[src/esc_pkg.sv]
// Shared types and constants for the epoch-seconds to calendar converter.
// Holds the field widths, pipeline depth and the fixed-point reciprocals
// used by the constant divisions that are not by a power of two. No dependencies.
package esc_pkg;

    localparam int STAGES = 7;

    localparam int SECS_W      = 32;
    localparam int DAY_W       = 5;
    localparam int MON_W       = 4;
    localparam int YRS_W       = 8;
    localparam int HOUR_W      = 5;
    localparam int MIN_W       = 6;
    localparam int SEC_W       = 6;
    localparam int IN_TDATA_W  = 32;
    localparam int OUT_FIELD_W = DAY_W + MON_W + YRS_W + HOUR_W + MIN_W + SEC_W;
    localparam int OUT_TDATA_W = ((OUT_FIELD_W + 7) / 8) * 8;
    localparam int OUT_PAD_W   = OUT_TDATA_W - OUT_FIELD_W;

    localparam int DAYS_W     = 16;
    localparam int REM_DAY_W  = 17;
    localparam int REM_HOUR_W = 12;
    localparam int JA_W       = 22;
    localparam int JC_W       = 7;
    localparam int JA2_W      = 16;
    localparam int JY_W       = 8;
    localparam int JA3_W      = 10;
    localparam int JM_W       = 6;

    localparam logic [63:0] SECS_PER_DAY  = 64'd86400;
    localparam logic [63:0] SECS_PER_HOUR = 64'd3600;
    localparam logic [63:0] SECS_PER_MIN  = 64'd60;
    localparam logic [63:0] JD_BIAS       = 64'd68569;
    localparam logic [63:0] JDN_OF_EPOCH  = 64'd2440588;
    localparam logic [63:0] JD_OFFSET     = JD_BIAS + JDN_OF_EPOCH;
    localparam logic [63:0] DAYS_PER_400Y = 64'd146097;
    localparam logic [63:0] YEAR_SCALE    = 64'd4000;
    localparam logic [63:0] YEAR_DIV      = 64'd1461001;
    localparam logic [63:0] DAYS_PER_4Y   = 64'd1461;
    localparam logic [63:0] MONTH_BIAS    = 64'd31;
    localparam logic [63:0] MONTH_SCALE   = 64'd80;
    localparam logic [63:0] MONTH_DIV     = 64'd2447;
    localparam logic [63:0] MONTH_WRAP    = 64'd11;
    localparam logic [63:0] MONTHS        = 64'd12;
    localparam logic [63:0] BASE_YEAR     = 64'd1970;
    localparam logic [63:0] CENTURY_BIAS  = 64'd49;
    localparam logic [63:0] YEAR_OFFSET   = 64'd100 * CENTURY_BIAS + BASE_YEAR;

    // Exact quotients: floor(x/d) = (x * ceil(2^(N+l)/d)) >> (N+l) for N-bit x.
    localparam int          DAY_PRE   = 7;
    localparam logic [63:0] DAY_ODD   = SECS_PER_DAY >> DAY_PRE;
    localparam int          DAY_SHIFT = 35;
    localparam int          DAY_PW    = DAY_SHIFT + DAYS_W;
    localparam logic [63:0] DAY_RECIP = ((64'd1 << DAY_SHIFT) + DAY_ODD - 64'd1) / DAY_ODD;

    localparam int          C_SHIFT = 42;
    localparam int          C_PW    = C_SHIFT + JC_W;
    localparam logic [63:0] C_RECIP =
        64'd4 * (((64'd1 << C_SHIFT) + DAYS_PER_400Y - 64'd1) / DAYS_PER_400Y);

    localparam int          Y_SHIFT = 49;
    localparam int          Y_PW    = Y_SHIFT + JY_W;
    localparam logic [63:0] Y_RECIP =
        YEAR_SCALE * (((64'd1 << Y_SHIFT) + YEAR_DIV - 64'd1) / YEAR_DIV);

    localparam int          M_SHIFT = 29;
    localparam int          M_PW    = M_SHIFT + JM_W;
    localparam logic [63:0] M_RECIP =
        MONTH_SCALE * (((64'd1 << M_SHIFT) + MONTH_DIV - 64'd1) / MONTH_DIV);

    localparam int          D_SHIFT = 25;
    localparam int          D_QW    = 11;
    localparam int          D_PW    = D_SHIFT + D_QW;
    localparam logic [63:0] D_RECIP =
        MONTH_DIV * (((64'd1 << D_SHIFT) + MONTH_SCALE - 64'd1) / MONTH_SCALE);

    localparam int          HOUR_SHIFT = 29;
    localparam int          HOUR_PW    = HOUR_SHIFT + 6;
    localparam logic [63:0] HOUR_RECIP =
        ((64'd1 << HOUR_SHIFT) + SECS_PER_HOUR - 64'd1) / SECS_PER_HOUR;

    localparam int          MIN_SHIFT = 18;
    localparam int          MIN_PW    = MIN_SHIFT + 7;
    localparam logic [63:0] MIN_RECIP =
        ((64'd1 << MIN_SHIFT) + SECS_PER_MIN - 64'd1) / SECS_PER_MIN;

    typedef logic [STAGES-1:0] stage_vec_t;

    typedef struct packed {
        logic [YRS_W-1:0] years;
        logic [MON_W-1:0] month;
        logic [DAY_W-1:0] day;
    } date_t;

    typedef struct packed {
        logic [SEC_W-1:0]  second;
        logic [MIN_W-1:0]  minute;
        logic [HOUR_W-1:0] hour;
    } tod_t;

endpackage

[src/epoch_seconds_to_calendar.sv]
// Top level of the epoch-seconds to calendar converter: stream ports, the
// day-count stage and the pipeline valid/ready control. Uses esc_pkg,
// esc_tod and esc_date.
//
//  Channel   Direction  Width  Contents
//  s_axis    in         32     epoch_seconds
//  m_axis    out        40     day, month, years, hour, minute, second
//
// Each pipeline stage ends in a register; one transaction can be accepted
// in every cycle in which the pipeline is not held full by an m_axis stall.
// Reset clears only the stage valid bits; data registers are not reset.
// A stall on m_axis holds the full stages in place, while empty stages keep
// filling, so s_axis_tready drops only when all seven stages hold data.
module epoch_seconds_to_calendar (
    input  logic                               clk,
    input  logic                               rst_n,
    input  logic                               s_axis_tvalid,
    output logic                               s_axis_tready,
    input  logic [esc_pkg::IN_TDATA_W-1:0]     s_axis_tdata,   // [31:0] epoch_seconds
    output logic                               m_axis_tvalid,
    input  logic                               m_axis_tready,
    // [4:0] day_of_month, [8:5] month_index, [16:9] years_since_1970,
    // [21:17] hour_of_day, [27:22] minute_of_hour, [33:28] second_of_minute
    output logic [esc_pkg::OUT_TDATA_W-1:0]    m_axis_tdata
);

    localparam int NS  = esc_pkg::STAGES;
    localparam int DPW = esc_pkg::DAY_PW;
    localparam int DYW = esc_pkg::DAYS_W;
    localparam int SW  = esc_pkg::SECS_W;

    esc_pkg::stage_vec_t valid_reg, valid_next, adv;
    logic [SW-1:0]       secs_s1_reg;
    logic [DYW-1:0]      days_s1_reg, days_next;
    logic [DPW-1:0]      day_prod;
    esc_pkg::date_t      date;
    esc_pkg::tod_t       tod;

    always_comb
    begin
        adv[NS-1] = !valid_reg[NS-1] || m_axis_tready;
        for (int i = NS - 2; i >= 0; i--)
        begin
            adv[i] = !valid_reg[i] || adv[i+1];
        end
        valid_next[0] = adv[0] ? s_axis_tvalid : valid_reg[0];
        for (int i = 1; i < NS; i++)
        begin
            valid_next[i] = adv[i] ? valid_reg[i-1] : valid_reg[i];
        end
    end

    always_ff @(posedge clk or negedge rst_n)
    begin
        if (!rst_n)
        begin
            valid_reg <= '0;
        end
        else
        begin
            valid_reg <= valid_next;
        end
    end

    assign day_prod  = DPW'(s_axis_tdata[SW-1:esc_pkg::DAY_PRE]) * DPW'(esc_pkg::DAY_RECIP);
    assign days_next = day_prod[esc_pkg::DAY_SHIFT +: DYW];

    always_ff @(posedge clk)
    begin
        if (adv[0])
        begin
            secs_s1_reg <= s_axis_tdata[SW-1:0];
            days_s1_reg <= days_next;
        end
    end

    esc_tod u_tod (
        .clk  (clk),
        .adv  (adv),
        .secs (secs_s1_reg),
        .days (days_s1_reg),
        .tod  (tod)
    );

    esc_date u_date (
        .clk  (clk),
        .adv  (adv),
        .days (days_s1_reg),
        .date (date)
    );

    assign s_axis_tready = adv[0];
    assign m_axis_tvalid = valid_reg[NS-1];
    assign m_axis_tdata  = {{esc_pkg::OUT_PAD_W{1'b0}}, tod.second, tod.minute, tod.hour,
                            date.years, date.month, date.day};

endmodule

[src/esc_tod.sv]
// Time-of-day datapath: splits the seconds left over within the day into
// hour, minute and second over pipeline stages two to seven. Uses esc_pkg.
module esc_tod (
    input  logic                          clk,
    input  esc_pkg::stage_vec_t           adv,
    input  logic [esc_pkg::SECS_W-1:0]    secs,
    input  logic [esc_pkg::DAYS_W-1:0]    days,
    output esc_pkg::tod_t                 tod
);

    localparam int RDW = esc_pkg::REM_DAY_W;
    localparam int RHW = esc_pkg::REM_HOUR_W;
    localparam int HW  = esc_pkg::HOUR_W;
    localparam int MW  = esc_pkg::MIN_W;
    localparam int SW  = esc_pkg::SEC_W;
    localparam int SCW = esc_pkg::SECS_W;
    localparam int HPW = esc_pkg::HOUR_PW;
    localparam int MPW = esc_pkg::MIN_PW;

    logic [RDW-1:0] rem_s2_reg, rem_s3_reg, rem_s2_next;
    logic [HW-1:0]  hour_s3_reg, hour_s4_reg, hour_s5_reg, hour_s6_reg, hour_s7_reg;
    logic [HW-1:0]  hour_s3_next;
    logic [RHW-1:0] rem2_s4_reg, rem2_s5_reg, rem2_s4_next;
    logic [MW-1:0]  min_s5_reg, min_s6_reg, min_s7_reg, min_s5_next;
    logic [SW-1:0]  sec_s6_reg, sec_s7_reg, sec_s6_next;
    logic [HPW-1:0] hour_prod;
    logic [MPW-1:0] min_prod;

    assign rem_s2_next  = RDW'(secs - SCW'(days) * SCW'(esc_pkg::SECS_PER_DAY));
    assign hour_prod    = HPW'(rem_s2_reg) * HPW'(esc_pkg::HOUR_RECIP);
    assign hour_s3_next = hour_prod[esc_pkg::HOUR_SHIFT +: HW];
    assign rem2_s4_next = RHW'(rem_s3_reg - RDW'(hour_s3_reg) * RDW'(esc_pkg::SECS_PER_HOUR));
    assign min_prod     = MPW'(rem2_s4_reg) * MPW'(esc_pkg::MIN_RECIP);
    assign min_s5_next  = min_prod[esc_pkg::MIN_SHIFT +: MW];
    assign sec_s6_next  = SW'(rem2_s5_reg - RHW'(min_s5_reg) * RHW'(esc_pkg::SECS_PER_MIN));

    always_ff @(posedge clk)
    begin
        if (adv[1])
        begin
            rem_s2_reg <= rem_s2_next;
        end
        if (adv[2])
        begin
            rem_s3_reg  <= rem_s2_reg;
            hour_s3_reg <= hour_s3_next;
        end
        if (adv[3])
        begin
            rem2_s4_reg <= rem2_s4_next;
            hour_s4_reg <= hour_s3_reg;
        end
        if (adv[4])
        begin
            rem2_s5_reg <= rem2_s4_reg;
            min_s5_reg  <= min_s5_next;
            hour_s5_reg <= hour_s4_reg;
        end
        if (adv[5])
        begin
            sec_s6_reg  <= sec_s6_next;
            min_s6_reg  <= min_s5_reg;
            hour_s6_reg <= hour_s5_reg;
        end
        if (adv[6])
        begin
            sec_s7_reg  <= sec_s6_reg;
            min_s7_reg  <= min_s6_reg;
            hour_s7_reg <= hour_s6_reg;
        end
    end

    assign tod.hour   = hour_s7_reg;
    assign tod.minute = min_s7_reg;
    assign tod.second = sec_s7_reg;

endmodule

[src/esc_date.sv]
// Date datapath: integer Julian-day to Gregorian conversion of the day count,
// one or two constant multiplies per stage over stages two to seven. Uses esc_pkg.
module esc_date (
    input  logic                          clk,
    input  esc_pkg::stage_vec_t           adv,
    input  logic [esc_pkg::DAYS_W-1:0]    days,
    output esc_pkg::date_t                date
);

    localparam int AW   = esc_pkg::JA_W;
    localparam int CW   = esc_pkg::JC_W;
    localparam int A2W  = esc_pkg::JA2_W;
    localparam int YW   = esc_pkg::JY_W;
    localparam int A3W  = esc_pkg::JA3_W;
    localparam int MW   = esc_pkg::JM_W;
    localparam int CPW  = esc_pkg::C_PW;
    localparam int YPW  = esc_pkg::Y_PW;
    localparam int MPW  = esc_pkg::M_PW;
    localparam int DPW  = esc_pkg::D_PW;
    localparam int DQW  = esc_pkg::D_QW;
    localparam int T2W  = 25;
    localparam int T3W  = 19;
    localparam int YBW  = 16;
    localparam int DW   = esc_pkg::DAY_W;
    localparam int MONW = esc_pkg::MON_W;
    localparam int YRW  = esc_pkg::YRS_W;

    logic [AW-1:0]  a_next, a_s2_reg;
    logic [CPW-1:0] c_prod;
    logic [CW-1:0]  c_s2_reg, c_s3_reg, c_s4_reg, c_s5_reg;
    logic [T2W-1:0] c_term;
    logic [A2W-1:0] a2_next, a2_s3_reg, a2_s4_reg;
    logic [YPW-1:0] y_prod;
    logic [YW-1:0]  y_s4_reg, y_s5_reg;
    logic [A3W-1:0] a3_next, a3_s5_reg, a3_s6_reg;
    logic [MPW-1:0] m_prod;
    logic [MW-1:0]  m_s6_reg;
    logic [YBW-1:0] ybase_full;
    logic [YRW-1:0] ybase_s6_reg;
    logic [DPW-1:0] d_prod;
    logic [DQW-1:0] d_sub;
    logic           wrap;
    logic [MW-1:0]  mon_full;
    logic [DW-1:0]  day_next, day_reg;
    logic [MONW-1:0] mon_next, mon_reg;
    logic [YRW-1:0] yrs_next, yrs_reg;

    assign a_next  = AW'(esc_pkg::DAYS_W'(days) + AW'(esc_pkg::JD_OFFSET));
    assign c_prod  = CPW'(a_next) * CPW'(esc_pkg::C_RECIP);

    assign c_term  = (T2W'(c_s2_reg) * T2W'(esc_pkg::DAYS_PER_400Y) + T2W'(3)) >> 2;
    assign a2_next = A2W'(T2W'(a_s2_reg) - c_term);

    assign y_prod  = (YPW'(a2_s3_reg) + YPW'(1)) * YPW'(esc_pkg::Y_RECIP);

    assign a3_next = A3W'(T3W'(a2_s4_reg)
                          - ((T3W'(y_s4_reg) * T3W'(esc_pkg::DAYS_PER_4Y)) >> 2)
                          + T3W'(esc_pkg::MONTH_BIAS));

    assign m_prod     = MPW'(a3_s5_reg) * MPW'(esc_pkg::M_RECIP);
    assign ybase_full = YBW'(c_s5_reg) * YBW'(100) + YBW'(y_s5_reg)
                        - YBW'(esc_pkg::YEAR_OFFSET);

    assign d_prod   = DPW'(m_s6_reg) * DPW'(esc_pkg::D_RECIP);
    assign d_sub    = d_prod[esc_pkg::D_SHIFT +: DQW];
    assign day_next = DW'(DQW'(a3_s6_reg) - d_sub);
    assign wrap     = (m_s6_reg >= MW'(esc_pkg::MONTH_WRAP));
    assign mon_full = m_s6_reg + MW'(1) - (wrap ? MW'(esc_pkg::MONTHS) : MW'(0));
    assign mon_next = mon_full[MONW-1:0];
    assign yrs_next = ybase_s6_reg + YRW'(wrap);

    always_ff @(posedge clk)
    begin
        if (adv[1])
        begin
            a_s2_reg <= a_next;
            c_s2_reg <= c_prod[esc_pkg::C_SHIFT +: CW];
        end
        if (adv[2])
        begin
            a2_s3_reg <= a2_next;
            c_s3_reg  <= c_s2_reg;
        end
        if (adv[3])
        begin
            y_s4_reg  <= y_prod[esc_pkg::Y_SHIFT +: YW];
            a2_s4_reg <= a2_s3_reg;
            c_s4_reg  <= c_s3_reg;
        end
        if (adv[4])
        begin
            a3_s5_reg <= a3_next;
            y_s5_reg  <= y_s4_reg;
            c_s5_reg  <= c_s4_reg;
        end
        if (adv[5])
        begin
            m_s6_reg     <= m_prod[esc_pkg::M_SHIFT +: MW];
            a3_s6_reg    <= a3_s5_reg;
            ybase_s6_reg <= ybase_full[YRW-1:0];
        end
        if (adv[6])
        begin
            day_reg <= day_next;
            mon_reg <= mon_next;
            yrs_reg <= yrs_next;
        end
    end

    assign date.day   = day_reg;
    assign date.month = mon_reg;
    assign date.years = yrs_reg;

endmodule

[config.mk]
export PLATFORM = sky130hd
export DESIGN_NAME = epoch_seconds_to_calendar
export DESIGN_NICKNAME = d
export VERILOG_FILES = /design/src/esc_pkg.sv /design/src/epoch_seconds_to_calendar.sv /design/src/esc_tod.sv /design/src/esc_date.sv
export SDC_FILE = /design/constraint.sdc
export NUM_CORES = 2
export LEC_CHECK = 0
export BUFFER_PORTS_ARGS = -buffer_cell sky130_fd_sc_hd__buf_2
export CORE_MARGIN = 3
export CORE_UTILIZATION = 35
export CTS_CLUSTER_DIAMETER = 80
export DETAILED_ROUTE_END_ITERATION = 16
export PLACE_DENSITY = 0.59
export SYNTH_ARGS = -nofsm -noshare
export SYNTH_HDL_FRONTEND = slang
export SYNTH_SLANG_ARGS = --single-unit
[constraint.sdc]
create_clock -name clk -period 12 [get_ports clk]
set_clock_uncertainty 0.2 [all_clocks]
set_input_delay 1.2 -clock clk [delete_from_list [all_inputs] [get_ports clk]]
set_output_delay 1.2 -clock clk [all_outputs]
set_load 0.1 [all_outputs]
==> results.md <==
- Result of the run: finished clean
- Number of instances in the synthesized netlist: 4462
- Number of post-CTS setup repair buffers: 0
- Sink Count: 266
- TritonRoute pass-1 iters: 7
- Number of cells on the worst hold path: 0
- Largest net degree at the start of global routing: 43
- Relative slew slack: 37.0%
- Origin of the worst min-delay path: u_tod.rem_s3_reg[1]
- WS Path Type: flop to flop
- Maximum cell stage delay along the critical path: 0.74 ns
- Final HPWL from detailed placement: 93500 um
- Post-synthesis async set-or-reset flop share: 2.63%
- Met3 GRT Util: 2.20%
- Final critical-path required period: 8.72 ns
- Width of the chip: 377 um
- Cell at the root of the clock tree: sky130_fd_sc_hd__clkbuf_16
- Critical path data required time: 12.08 ns
- Die outline area: 142000 sq um
- CTS max path bufs: 3
- Cell total after placement: 6321
- Antenna violations before repair: 1
- Hold slack: 0.213 ns
- Synth area leaders: sky130_fd_sc_hd__fa_1, sky130_fd_sc_hd__ha_1, sky130_fd_sc_hd__edfxtp_1, sky130_fd_sc_hd__inv_1, sky130_fd_sc_hd__xnor2_1
- Number of global-route vias before repair: 32300
- Post-route antenna net violation count: 0
- Fraction of layout cells with a size suffix above 1: 3.63%
- Count of boundary I/O pins: 78
- Routed wire length per instance: 16.6 um
- FMAX: 0.115 GHz
- Register clock-pin slew on the reported worst setup and hold paths: 0.06 ns
- Crit-path slowest cell: sky130_fd_sc_hd__fa_1
- Cell taking the most area after synthesis: sky130_fd_sc_hd__fa_1
- Effective utilization at floorplan: 35.4%
- Most numerous cell types in the synthesized netlist: sky130_fd_sc_hd__inv_1, sky130_fd_sc_hd__ha_1, sky130_fd_sc_hd__fa_1
- Floorplan Core Area: 136000 sq um
- Most Used Layer, Global Route: met2
- Cell depth of the worst flop-to-flop path: 24
- Portion of synthesized cell area occupied by the leading cell type: 30.3%
- Total routing usage reported by global routing: 15.4%
- CP endpoint kind: flop
- Count of cell types in the netlist: 63
- Mean instance size in the synthesized netlist: 10.8 sq um
- Number of hold buffers added after cts: 0
- Finished Layout Cells: 6387
- Routability congestion estimate from global placement: 0.936
- Net count, final: 6501
- Max-cap check violation count: 0
- Ys flop type: sky130_fd_sc_hd__edfxtp_1
- EDFF count, synth: 259
- Worst-Margin Slew: 0.941 ns
- Number of hold violations in the final report: 0
- Clock latency of the later-clocked register in the worst-skew pair: 0.55 ns
- Number of DRC markers after the initial detailed-route iteration: 1281
- Met2 usage: 26.4%
- Count leader, synth: sky130_fd_sc_hd__inv_1
- Final Max Tran Viols: 0
- Number of instances resized during post-cts repair: 0
- Hold endpoint: u_tod.rem2_s4_reg[1]
- Cell seen most often among critical-path stages: sky130_fd_sc_hd__fa_1
- Number of clock buffers inserted by TritonCTS: 36
- Met1 track utilization from global routing: 20.7%
- Register bit count reported by yosys: 266
- Aggregate global routing overflow: 0
- RSZ-0062 raised after global routing: no
- Post-synthesis instance area: 48300 sq um
- Path class of the lowest-slack min-delay path: flop to flop
- Worst flop-to-flop path endpoint: u_date.y_s4_reg[6]
- Critical path arrival: 8.81 ns
- Share of synthesized area occupied by flip-flops and latches: 16.5%
- Cells along the critical path: inv_1 > nor3_1 > nand4_1 > xnor2_1 > inv_1 > fa_1 > inv_1 > fa_1 > fa_1 > fa_1 > fa_1 > inv_1 > fa_1 > inv_1 > ha_1 > a21oi_1 > o21ai_0 > a221oi_1 > o21ai_0 > o21ai_0 > o211ai_1 > a21o_1 > a211oi_1 > xnor2_1
- TritonCTS clock tree: built
- Count of standard-cell rows: 135
- Via count of the routed design: 29900
- Endpoints failing setup: 0
- Residual DRC count: 0
- H-tree lvl count: 2
- Number of buffer cells added on primary ports: 71
- Startpoint of the most critical register-to-register path: u_date.a2_s3_reg[0]
- Global-route wire length before repair: 174000 um
- R2R Setup Slk: 3.28 ns
- Final period utilization: 72.7%
- Largest driver fanout on the critical path: 12
- Number of warnings reported in the yosys synthesis log: 0
- Via/cell ratio: 4.67
- Critical path startpoint category: flop
- Final total negative setup slack: 0 ns
- Wirelength, routed: 106000 um
- Die height: 377 um
- Layout overhead on the synthesized area: 8.08%
- Fill cell count: 13400
## worst max-delay path by stage
stage	endpoint	from	slack (ns)	cells past startpoint
6_report	u_date.y_s4_reg[6]	u_date.a2_s3_reg[0]	3.28	24
5_1_grt	u_date.y_s4_reg[6]	u_date.a2_s3_reg[0]	2.67	24
4_1_cts	u_date.c_s2_reg[2]	days_s1_reg[0]	3.27	29
3_5_place_dp	u_date.c_s2_reg[2]	days_s1_reg[0]	3.28	29
3_3_place_gp	u_date.c_s2_reg[2]	days_s1_reg[0]	3.49	29
2_1_floorplan	u_date.y_s4_reg[5]	u_date.a2_s3_reg[0]	4.33	26
## area by class of cell
type	count	area, sq um	share of cell area [%]
clock buffer	41	951	1.82
multi-input combinational	2872	35400	67.8
antenna	1	2.50	0.00479
timing repair buffer	81	430	0.825
clock inverter	24	309	0.592
tap	1781	2230	4.27
inverter	1321	4960	9.50
sequential	266	7950	15.2
## cell usage in the layout (no fill, tap or decap), types with 23 or more instances in the layout
| cell | n |
|---|---|
| sky130_fd_sc_hd__a21oi_1 | 134 |
| sky130_fd_sc_hd__clkbuf_16 | 37 |
| sky130_fd_sc_hd__xnor2_1 | 137 |
| sky130_fd_sc_hd__a21o_1 | 60 |
| sky130_fd_sc_hd__xor2_1 | 64 |
| sky130_fd_sc_hd__nand3_1 | 36 |
| sky130_fd_sc_hd__o21ai_0 | 65 |
| sky130_fd_sc_hd__buf_2 | 71 |
| sky130_fd_sc_hd__nand2_1 | 70 |
| sky130_fd_sc_hd__o21bai_1 | 23 |
| sky130_fd_sc_hd__inv_1 | 1321 |
| sky130_fd_sc_hd__fa_1 | 731 |
| sky130_fd_sc_hd__nor3_1 | 34 |
| sky130_fd_sc_hd__nand4_1 | 37 |
| sky130_fd_sc_hd__edfxtp_1 | 259 |
| sky130_fd_sc_hd__nor2_1 | 97 |
| sky130_fd_sc_hd__ha_1 | 1156 |
## metrics by stage
step	setup slack [ns]	util, %	instance area, sq um
after CTS	3.27	38.3	52200
after global placement	3.49	37.4	50900
after global routing	2.67	38.3	52200
after detailed placement	3.28	37.4	50900
final	3.28	38.3	52200
after floorplan	4.33	-	48300
## cell families (layout without fill, tap and decap cells)
family / after synthesis / after routing / synth area share (%)
buf+inv: 1329 / 1467 / 10.4
simple gates: 374 / 374 / 3.85
flops: 266 / 266 / 16.5
mux: 1 / 1 / 0.0207
other cells: 1 / 7 / 0.00776
xor+xnor: 201 / 201 / 3.65
fa+ha+maj: 1887 / 1887 / 60.3
compound gates: 403 / 403 / 5.38
## critical path, delay by kind of cell, from the launching register on
kind / cells / cell delay (ns)
compound gates: 8 / 1.72
flops: 1 / 0.71
fa+ha+maj: 7 / 3.65
buf+inv: 5 / 0.79
simple gates: 2 / 0.84
xor+xnor: 2 / 0.55
## metal layers
metal  wire length [um]  up-vias  share of wire (%)
met2              50400      524                 48
met3               4580      138                4.3
met1              48300    14700                 46
met5                  0        -                  0
li1                   -    14500                  -
met4               2530        0                2.4
Power is left out: the tool's default activity adds up to more than one toggle a clock period on the data nets, which glitch-free logic cannot reach.
